--- config.mk ---
export PLATFORM = sky130hd
export DESIGN_NAME = rsbsk_cell
export DESIGN_NICKNAME = d
export VERILOG_FILES = /design/src/hw/rtl/rsbsk_pkg.sv /design/src/hw/rtl/rsbsk_cell.sv
export SDC_FILE = /design/constraint.sdc
export NUM_CORES = 1
export LEC_CHECK = 0
export BUFFER_PORTS_ARGS = -buffer_cell sky130_fd_sc_hd__clkbuf_2
export CAP_MARGIN = 20
export CORE_AREA = 2 2 269 271
export DETAILED_ROUTE_END_ITERATION = 10
export DIE_AREA = 0 0 271 273
export SYNTH_ARGS = -nofsm -noshare
export SYNTH_HDL_FRONTEND = slang
export SYNTH_SLANG_ARGS = --single-unit
--- constraint.sdc ---
create_clock -name i_clk -period 15.4 [get_ports i_clk]
set_clock_uncertainty 0.1 [all_clocks]
set_input_delay 3.08 -clock i_clk [delete_from_list [all_inputs] [get_ports i_clk]]
set_output_delay 3.08 -clock i_clk [all_outputs]
set_load 0.1 [all_outputs]
--- src/hw/rtl/rsbsk_pkg.sv ---
package rsbsk_pkg;

    localparam int KEY_W            = 64;
    localparam int TAG_W            = 7;
    localparam int DEF_RECORD_COUNT = 64;
    localparam int DEF_KEY_BYTES    = 8;

    // input commands
    typedef enum logic {
        CMD_LOAD = 1'b0,
        CMD_SORT = 1'b1
    } t_cmd;

    // result status codes
    typedef enum logic [1:0] {
        ST_RECORD = 2'd0,
        ST_LOADED = 2'd1,
        ST_FULL   = 2'd2,
        ST_EMPTY  = 2'd3
    } t_status;

    // operation broadcast to every cell of the row
    typedef enum logic [1:0] {
        CELL_HOLD   = 2'd0,
        CELL_LOAD   = 2'd1,
        CELL_SORT   = 2'd2,
        CELL_ROTATE = 2'd3
    } t_cell_op;

    typedef enum logic [1:0] {
        S_IDLE = 2'd0,
        S_SORT = 2'd1,
        S_EMIT = 2'd2
    } t_state;

    // one stored record
    typedef struct packed {
        logic [KEY_W-1:0] name_key;
        logic [KEY_W-1:0] address_key;
        logic [TAG_W-1:0] tag;
    } t_rec;

    // row control shared by all cells
    typedef struct packed {
        t_cell_op op;
        logic     phase;       // odd/even transposition phase
        logic     sort_field;  // 0 name key, 1 address key
    } t_cell_ctl;

endpackage

--- src/hw/rtl/rsbsk_cell.sv ---
module rsbsk_cell #(
    parameter int IDX       = 0,
    parameter int CNT_W     = 7,
    parameter int KEY_BYTES = 8
) (
    input  logic                i_clk,
    input  rsbsk_pkg::t_cell_ctl i_ctl,
    input  logic [CNT_W-1:0]    i_count,
    input  rsbsk_pkg::t_rec     i_load,
    input  rsbsk_pkg::t_rec     i_left,
    input  logic                i_swap_left,
    input  rsbsk_pkg::t_rec     i_right,
    input  rsbsk_pkg::t_rec     i_wrap,
    output rsbsk_pkg::t_rec     o_rec,
    output logic                o_swap
);
    import rsbsk_pkg::*;

    localparam logic [CNT_W-1:0] MY_IDX   = CNT_W'(IDX);
    localparam logic [CNT_W-1:0] NEXT_IDX = CNT_W'(IDX + 1);
    localparam logic [KEY_W-1:0] KEY_MASK = {KEY_W{1'b1}} << (8 * (8 - KEY_BYTES));

    t_rec             r_rec;
    t_rec             n_rec;
    logic             is_left;
    logic             pair_active;
    logic [KEY_W-1:0] my_key;
    logic [KEY_W-1:0] right_key;

    // role in the current phase: left member compares against its right neighbor
    assign is_left     = (MY_IDX[0] == i_ctl.phase);
    assign pair_active = (NEXT_IDX < i_count);

    assign my_key    = (i_ctl.sort_field ? r_rec.address_key : r_rec.name_key) & KEY_MASK;
    assign right_key = (i_ctl.sort_field ? i_right.address_key : i_right.name_key) & KEY_MASK;

    // strict compare keeps equal keys in load order
    assign o_swap = (i_ctl.op == CELL_SORT) && is_left && pair_active && (my_key > right_key);

    always_comb begin
        n_rec = r_rec;
        case (i_ctl.op)
            CELL_LOAD: begin
                if (i_count == MY_IDX) begin
                    n_rec = i_load;
                end
            end
            CELL_SORT: begin
                if (o_swap) begin
                    n_rec = i_right;
                end else if (!is_left && i_swap_left) begin
                    n_rec = i_left;
                end
            end
            CELL_ROTATE: begin
                // last occupied cell takes the head record
                n_rec = (i_count == NEXT_IDX) ? i_wrap : i_right;
            end
            default: begin
                n_rec = r_rec;
            end
        endcase
    end

    always_ff @(posedge i_clk) begin
        r_rec <= n_rec;
    end

    assign o_rec = r_rec;

endmodule

==> results.yml, run 1 <==
outcome:
  status: "complete, no violations"
grt:
  antenna_found_initial: 4
  grt_pass1_vias: 13300
  grt_pass1_wl_microns: 85700
  track_usage_pct: 15.4
  grt.overflow.total: 0
  grt_max_degree: 137
finish:
  n_fill_cell: 7638
  largest_reg_flops: 135
  final_common_cell: "clkbuf_2"
  final_cell_mix: "clkbuf_2 (686), mux2i_1 (199), inv_1 (137)"
  final_area_sq_um: 17700
  layout-drive-gt1-share_pct: 43.4
  fin_nets: 2459
  utilization_pct: 25.0
  area_growth_pct: 37.9
floorplan:
  ios: 689
  core_sq_um: 71000
  initial_utilization_pct: 18.1
  die_x_microns: 271
  rows: 98
  die_y_microns: 273
  dieArea_sq_um: 74000
critical_path:
  worstPathMaxFanout: 68
  slowest_delay_ps: 850
  crit_path_end_kind: "output pin"
  path_class: "primary input to output pin"
  worstPathRequired_ps: 12220
  crit_chain: "buf_6 -> buf_4 -> mux2_2 -> ha_1 -> nand4_1 -> nor4_2 -> and4bb_1 -> a221o_4 -> o21ai_4 -> inv_2 -> clkbuf_2"
  critPathBufInv: 4
  cpLargestDelayFamily: "buffers and inverters"
  cp.arrival_ps: 7860
  cp-start-kind: "primary input"
  cpMaxStageDelayCell: "buf_4"
drt:
  drtIter0Drc: 666
  drt_first_pass_iters: 5
  drt_wl_total_microns: 59800
  ant_nets: 0
  dr_total_vias: 13200
  routedWlPerCell_microns: 21.3
  drc: 0
  vias_per_cell: 4.72
power:
  pwr-share-clk_pct: 28.8
  p_sw_share_pct: 41.8
  ir_drop_v: 0.0000547
  p_int_uw: 896
  p_per_area_nw_per_um2: 86.7
  switchingPower_uw: 643
  seqPwrFrac_pct: 30.7
  leakagePower_nw: 10.6
  power_frac_comb_pct: 40.5
synthesis:
  synth_fp_nets: 1867
  seq_area_frac_synth_pct: 31.5
  netlist.area_leader.share_pct: 31.5
  synth.distinct_cells: 43
  yosys-top-cells-area: "edfxtp_1 (32%), mux2i_1 (15%), a311o_1 (11%)"
  synth_edf_count: 135
  synth_area_sq_um: 12900
  netlist_instances: 1250
  yosysTopAreaCell: "edfxtp_1"
  yosysWarnings: 0
  avgSynthCellArea_sq_um: 10.3
  synth-seq-cells: 135
  yosys_most_used_dff: "edfxtp_1"
  synth-async-reset-ratio_pct: 0
clock_tree:
  cts_buffers: 17
  cts-root-buf: "clkbuf_16"
  htreeDepth: 4
  clk_latency_ps: 470
  cts_resized: 0
  cts_hold_buf: 0
  cts_sinks: 135
  clockBufferDepth: 2
  cts_tree: "done"
  post_cts_buffers: 0
  clkTransAtPathRegs_ps: 60
placed_design:
  port_buffers: 688
  gp_congestion: 0.863
  dpl-instance-area_sq_um: 17100
  hpwl_microns: 47100
timing:
  maxSlewHeadroom_pct: 32.1
  tightest_slew_ps: 1020
  fmax_ghz: 0.0905
  slew_violations: 0
  grt_setup_unrepaired: "no"
  hold_viol: 0
  min_period_ps: 11040
  setup_violations: 0
  fin_crit_sh_pct: 71.7
  setup_tns_ps: 0
run:
  maxCapViolCount: 0
hold_path:
  hold_class: "flip-flop to flip-flop"
-- Yosys cell counts, types with 2 or more instances --
master	count
o22ai_1	135
nand2_1	23
nand4_1	12
mux2i_1	199
buf_1	17
a221oi_1	2
o21ai_0	6
nor4_1	2
mux2_2	64
nor2b_1	2
nor2_1	5
a21o_1	2
o21ai_1	2
a311o_1	135
buf_6	5
nand4b_1	2
ha_1	64
buf_2	28
nor3_1	2
o211ai_1	2
a21oi_1	30
edfxtp_1	135
clkbuf_1	80
inv_1	137
nand3_1	7
o211a_1	135
-- layer usage --
metal / share of wire (%) / routed length, microns / track usage (%)
met1: 43 / 25600 / 19.0
met2: 49 / 29500 / 26.5
met3: 5.5 / 3320 / 2.83
met4: 2.3 / 1400 / 5.44
met5: 0 / 0 / 0
-- cells by family after synthesis --
kind of cell	synth area share (%)
compound gates	29.8
fa+ha+maj	6.23
buf+inv	8.44
flops	31.5
mux	21.1
simple gates	2.95
-- final cells by class --
type	count	area, sq um	share of cell area [%]
clock buffer	19	433	2.44
timing repair buffer	704	3580	20.2
inverter	138	518	2.92
clock inverter	11	158	0.889
sequential	135	4050	22.9
antenna	2	5.00	0.0282
multi-input combinational	846	7800	44.0
tap	950	1190	6.70
-- worst register-to-register path, delay by kind of cell (launching register included) --
kind / cells / cell delay [ps]
simple gates: 3 / 1400
mux: 1 / 300
fa+ha+maj: 1 / 300
flops: 1 / 460
compound gates: 3 / 1480
buf+inv: 1 / 770
-- stage by stage --
| stage | power [mW] | setup slack, ps | cells | hold WS, ps |
|---|---|---|---|---|
| 2_1_floorplan | 0.902 | 2290 | 1250 | 2110 |
| 3_3_place_gp | 1.11 | 4200 | 2773 | 1590 |
| 3_5_place_dp | 1.11 | 4110 | 2773 | 1650 |
| 4_1_cts | 1.56 | 4110 | 2803 | 1660 |
| 5_1_grt | 1.61 | 3880 | 2804 | 1700 |
| 6_report | 1.54 | 4360 | 2805 | 1550 |
-- power by group through the flow --
stage	clock network [mW]	registers, mW	logic, mW
after global placement	0	0.480	0.626
after CTS	0.463	0.472	0.630
after detailed placement	0	0.480	0.628
after global routing	0.473	0.475	0.664
after floorplan	0	0.692	0.210
final	0.443	0.472	0.624
-- path summary, 6_finish.rpt --
| path | slack [ps] | cells past startpoint | to | from |
|---|---|---|---|---|
| worst min-delay path | 1550 | 7 | o_rec[120]$_DFFE_PP_ | o_rec[70]$_DFFE_PP_ |
| worst max register to register | 10080 | 9 | o_rec[105]$_DFFE_PP_ | o_rec[56]$_DFFE_PP_ |
| worst max-delay path | 4360 | 11 | o_swap | i_ctl[0] |
| worst min register to register | 1550 | 7 | o_rec[120]$_DFFE_PP_ | o_rec[70]$_DFFE_PP_ |
Note: power is estimated with default switching activity, not from simulation.
==> run 2, diff against run 1 <==
==> constraint.sdc (replaced) <==
create_clock -name i_clk -period 10.8 [get_ports i_clk]
set_clock_uncertainty 0.1 [all_clocks]
set_input_delay 2.16 -clock i_clk [delete_from_list [all_inputs] [get_ports i_clk]]
set_output_delay 2.16 -clock i_clk [all_outputs]
set_load 0.1 [all_outputs]
==> run 2 against run 1 <==
Cell count grew 0.29%. Core utilization increased by 0.18 points. Critical path depth is 2 higher. Clock-buffer cell count decreased by 1. Worst setup slack worse by 2200 ps. Flip-flop and latch count is the same. Critical path type unchanged. Critical endpoint unchanged. Largest power group unchanged.
==> results.yml, run 2 (synthesis results as in run 1) <==
clock_tree:
  htreeDepth: 4
  clkTransAtPathRegs_ps: 70
  cts_sinks: 135
  post_cts_buffers: 0
  cts_buffers: 17
  clk_latency_ps: 470
  cts-root-buf: "clkbuf_16"
  cts_tree: "done"
  clockBufferDepth: 2
  cts_resized: 0
  cts_hold_buf: 0
grt:
  track_usage_pct: 15.1
  antenna_found_initial: 5
  grt_max_degree: 137
  grt_pass1_vias: 13200
  grt_pass1_wl_microns: 84800
  grt.overflow.total: 0
power:
  p_per_area_nw_per_um2: 126
  power_frac_comb_pct: 39.7
  switchingPower_uw: 932
  ir_drop_v: 0.0000811
  p_int_mw: 1.31
  finalPower_mw: 2.24
  leakagePower_nw: 10.7
  seqPwrFrac_pct: 29.9
  pwr-share-clk_pct: 30.3
  p_sw_share_pct: 41.6
placed_design:
  place_ws_ps: 1930
  hpwl_microns: 47000
  dpl-instance-area_sq_um: 17200
  port_buffers: 688
  gp_congestion: 0.861
timing:
  hold_viol: 0
  setup_ws_ps: 2200
  fin_crit_sh_pct: 79.6
  setup_violations: 0
  grt_setup_unrepaired: "no"
  setup_tns_ps: 0
  slew_violations: 0
  tightest_slew_ps: 975
  min_period_ps: 8600
  fmax_ghz: 0.116
  maxSlewHeadroom_pct: 35.0
drt:
  routedWlPerCell_microns: 21.1
  vias_per_cell: 4.72
  drc: 0
  drtIter0Drc: 811
  ant_nets: 0
  dr_total_vias: 13300
  drt_wl_total_microns: 59300
  drt_first_pass_iters: 6
critical_path:
  crit_top_cell: "buf_4"
  crit_path_end_kind: "output pin"
  cpMaxStageDelayCell: "nor4_1"
  crit_chain: "buf_6 -> buf_12 -> buf_4 -> mux2_2 -> ha_1 -> nand4_1 -> nor4_1 -> and4_1 -> nor4_4 -> buf_4 -> o21ai_4 -> inv_2 -> clkbuf_2"
  path_class: "primary input to output pin"
  critPathBufInv: 6
  slowest_delay_ps: 800
  worstPathMaxFanout: 68
  cpLargestDelayFamily: "buffers and inverters"
  cp.arrival_ps: 6340
  worstPathRequired_ps: 8540
  cp-start-kind: "primary input"
finish:
  final_cell_mix: "clkbuf_2 (686), mux2i_1 (199), inv_1 (137)"
  n_fill_cell: 7649
  fin_nets: 2464
  layout-drive-gt1-share_pct: 43.9
  utilization_pct: 25.2
  largest_reg_flops: 135
  area_growth_pct: 38.9
  final_common_cell: "clkbuf_2"
  final_area_sq_um: 17900
floorplan:
  die_x_microns: 271
  dieArea_sq_um: 74000
  core_sq_um: 71000
  die_y_microns: 273
  rows: 98
  initial_utilization_pct: 18.1
  ios: 689
hold_path:
  hold_class: "flip-flop to flip-flop"
outcome:
  status: "complete, no violations"
run:
  maxCapViolCount: 0
==> run 2: cell count changes in the layout (fill, tap and decap cells not counted), sizes merged <==
cell	change
bufinv	+1
buf	+5
diode	+1
clkinvlp	+2
clkinv	-4
clkbuf	-1
inv	+4
==> run 2: tightest hold or removal path, cell delays in order, from the launching register on <==
cell and delay [ps]:
edfxtp_1 370, mux2_2 170, ha_1 160, a221oi_1 50
o211ai_1 280, a41o_4 320, o211a_1 170, a311o_1 100
==> run 2: worst paths after layout <==
path | to | cells past startpoint | from | slack, ps
max | o_swap | 13 | i_ctl[0] | 2200
min | o_rec[91]$_DFFE_PP_ | 7 | o_rec[70]$_DFFE_PP_ | 1630
max reg2reg | o_rec[53]$_DFFE_PP_ | 11 | o_rec[56]$_DFFE_PP_ | 5640
min reg2reg | o_rec[91]$_DFFE_PP_ | 7 | o_rec[70]$_DFFE_PP_ | 1630
==> run 2: cell type report <==
type | instances | area (sq um) | area share (%)
multi-input cells | 846 | 7800 | 43.6
repair buffers | 709 | 3650 | 20.4
inverters | 138 | 518 | 2.90
flip-flops and latches | 135 | 4050 | 22.7
diodes | 3 | 7.51 | 0.0420
well taps | 950 | 1190 | 6.65
clock inverters | 14 | 221 | 1.24
clock buffers | 18 | 429 | 2.40
==> run 2: power groups by stage <==
stage / clock network, mW / logic [mW] / registers (mW)
final: 0.680 / 0.891 / 0.672
after detailed placement: 0 / 0.892 / 0.683
after global routing: 0.727 / 0.944 / 0.676
after floorplan: 0 / 0.300 / 0.982
after CTS: 0.713 / 0.895 / 0.672
after global placement: 0 / 0.890 / 0.683
==> run 2: per-layer routing <==
| metal | share of wire, % | vias to the layer above | track usage [%] |
|---|---|---|---|
| met5 | 0 | - | 0 |
| met4 | 2.1 | 0 | 4.74 |
| met3 | 6.1 | 57 | 3.31 |
| met2 | 49 | 568 | 26.4 |
| met1 | 42 | 6390 | 18.5 |
| li1 | - | 6258 | - |
==> run 2: per-stage QoR <==
| stage | cells | hold WS (ps) |
|---|---|---|
| 2_1_floorplan | 1250 | 2110 |
| 4_1_cts | 2810 | 1680 |
| 3_3_place_gp | 2778 | 1640 |
| 6_report | 2813 | 1630 |
| 5_1_grt | 2813 | 1730 |
| 3_5_place_dp | 2778 | 1670 |
==> run 3, diff against run 2 <==
==> constraint.sdc (replaced) <==
create_clock -name i_clk -period 8.2 [get_ports i_clk]
set_clock_uncertainty 0.1 [all_clocks]
set_input_delay 1.64 -clock i_clk [delete_from_list [all_inputs] [get_ports i_clk]]
set_output_delay 1.64 -clock i_clk [all_outputs]
set_load 0.1 [all_outputs]
==> run 3 against run 2 <==
Cell count hardly changed. Core utilization barely moved. Global-route usage about the same. Routed wire length decreased by 1.1%. Critical path depth fell by 3. Hold slack worse by 250 ps. Via count grew 0.14%. Sequential power is 31% higher. Highest routed layer unchanged.
==> results.yml, run 3 (synthesis results as in run 1) <==
critical_path:
  critPathBufInv: 3
  crit_chain: "buf_6 -> mux2_2 -> ha_1 -> nand4_1 -> nor4_2 -> nor3b_1 -> a221o_4 -> o21ai_4 -> inv_2 -> buf_12"
  cp-start-kind: "primary input"
  cpMaxStageDelayCell: "nor4_2"
  cp.arrival_ps: 5460
  slowest_delay_ps: 940
  rr_startpoint: "o_rec[134]$_DFFE_PP_"
  path_class: "primary input to output pin"
  worstPathMaxFanout: 64
  worstPathRequired_ps: 6460
  worstRegToRegCells: 10
  reg2reg_to: "o_rec[13]$_DFFE_PP_"
  cpLargestDelayFamily: "simple AND/OR/NAND/NOR gates"
  crit_path_end_kind: "output pin"
  ff2ff_setup_slack_ps: 3200
drt:
  drtIter0Drc: 769
  dr_total_vias: 13300
  drt_first_pass_iters: 5
  vias_per_cell: 4.72
  drc: 0
  routedWlPerCell_microns: 20.8
  drt_wl_total_microns: 58700
  ant_nets: 0
finish:
  final_common_cell: "clkbuf_2"
  utilization_pct: 25.1
  final_area_sq_um: 17800
  layout-drive-gt1-share_pct: 44.0
  final_cell_mix: "clkbuf_2 (685), mux2i_1 (199), inv_1 (137)"
  largest_reg_flops: 135
  fin_nets: 2467
  n_fill_cell: 7675
  area_growth_pct: 38.8
grt:
  grt_pass1_wl_microns: 85200
  grt_max_degree: 84
  grt.overflow.total: 0
  grt.busiest_layer: "met2"
  antenna_found_initial: 2
  use_met1_pct: 18.8
  met3_usage_pct: 3.12
  gr-usage-met2_pct: 26.0
  track_usage_pct: 15.1
  grt_pass1_vias: 13100
timing:
  maxSlewHeadroom_pct: 30.0
  grt_setup_unrepaired: "no"
  hold_viol: 0
  slew_violations: 0
  setup_tns_ps: 0
  setup_violations: 0
  setup_ws_ps: 996
  tightest_slew_ps: 1040
  fin_crit_sh_pct: 87.9
  min_period_ps: 7200
  fmax_ghz: 0.139
  hold_slack_ps: 1380
floorplan:
  dieArea_sq_um: 74000
  die_x_microns: 271
  rows: 98
  die_y_microns: 273
  core_sq_um: 71000
  initial_utilization_pct: 18.1
  ios: 689
clock_tree:
  htreeDepth: 4
  cts_resized: 0
  post_cts_buffers: 0
  clk_latency_ps: 470
  cts_hold_buf: 0
  cts_tree: "done"
  cts-root-buf: "clkbuf_16"
  clockBufferDepth: 2
  cts_buffers: 17
  cts_sinks: 135
  clkTransAtPathRegs_ps: 70
hold_path:
  whs_endpoint: "o_rec[44]$_DFFE_PP_"
  hold_class: "primary input to flip-flop"
  hp-start: "i_left[44]"
  hold_path_depth: 2
placed_design:
  gp_congestion: 0.873
  hpwl_microns: 46600
  place_ws_ps: 970
  port_buffers: 688
  dpl-instance-area_sq_um: 17200
outcome:
  status: "complete, no violations"
power:
  p_per_area_nw_per_um2: 162
  leakagePower_nw: 10.6
  ir_drop_v: 0.000103
run:
  maxCapViolCount: 0
run 3: area by class of cell:
class	count	area, sq um	share of cell area (%)
inverters	138	518	2.90
clock inverters	14	176	0.988
well taps	950	1190	6.66
repair buffers	712	3680	20.6
multi-input cells	846	7800	43.7
clock buffers	17	425	2.38
diodes	2	5.00	0.0280
flip-flops and latches	135	4050	22.7
run 3: worst max-delay path by stage:
| stage | start | to | slack [ps] | cells past startpoint |
|---|---|---|---|---|
| 3_3_place_gp | i_ctl[0] | o_swap | 950 | 10 |
| 2_1_floorplan | i_ctl[0] | o_rec[0]$_DFFE_PP_ | 980 | 13 |
| 3_5_place_dp | i_ctl[0] | o_swap | 970 | 12 |
| 4_1_cts | i_ctl[0] | o_swap | 960 | 12 |
| 6_report | i_ctl[0] | o_swap | 1000 | 10 |
| 5_1_grt | i_ctl[0] | o_swap | 890 | 10 |
run 3: worst register-to-register path: stages, from the launching register on:
cell      delay, ps
edfxtp_1        500
mux2_2          310
ha_1            310
nand4_2         140
nor4_2          910
nor3b_1         780
a221o_4         250
buf_4           410
buf_4           650
o211a_1         370
a311o_1         140
run 3: through the flow:
step           cells  power, mW
6_report        2814       2.89
3_5_place_dp    2781       2.07
5_1_grt         2812       3.03
2_1_floorplan   1250       1.69
3_3_place_gp    2781       2.07
4_1_cts         2812       2.94
run 3: where the power goes:
| part | internal (mW) | total, mW | switching [mW] |
|---|---|---|---|
| Clock | 0.479 | 0.839 | 0.360 |
| Combinational | 0.343 | 1.17 | 0.829 |
| Sequential | 0.841 | 0.883 | 0.0418 |
| Total | 1.66 | 2.89 | 1.23 |
run 3: per-layer routing:
metal | up-vias | wire, microns | part of all wire (%)
met3 | 63 | 3650 | 6.2
met2 | 584 | 29000 | 49
met5 | - | 0 | 0
met1 | 6381 | 24700 | 42
met4 | 0 | 1360 | 2.3
li1 | 6264 | - | -
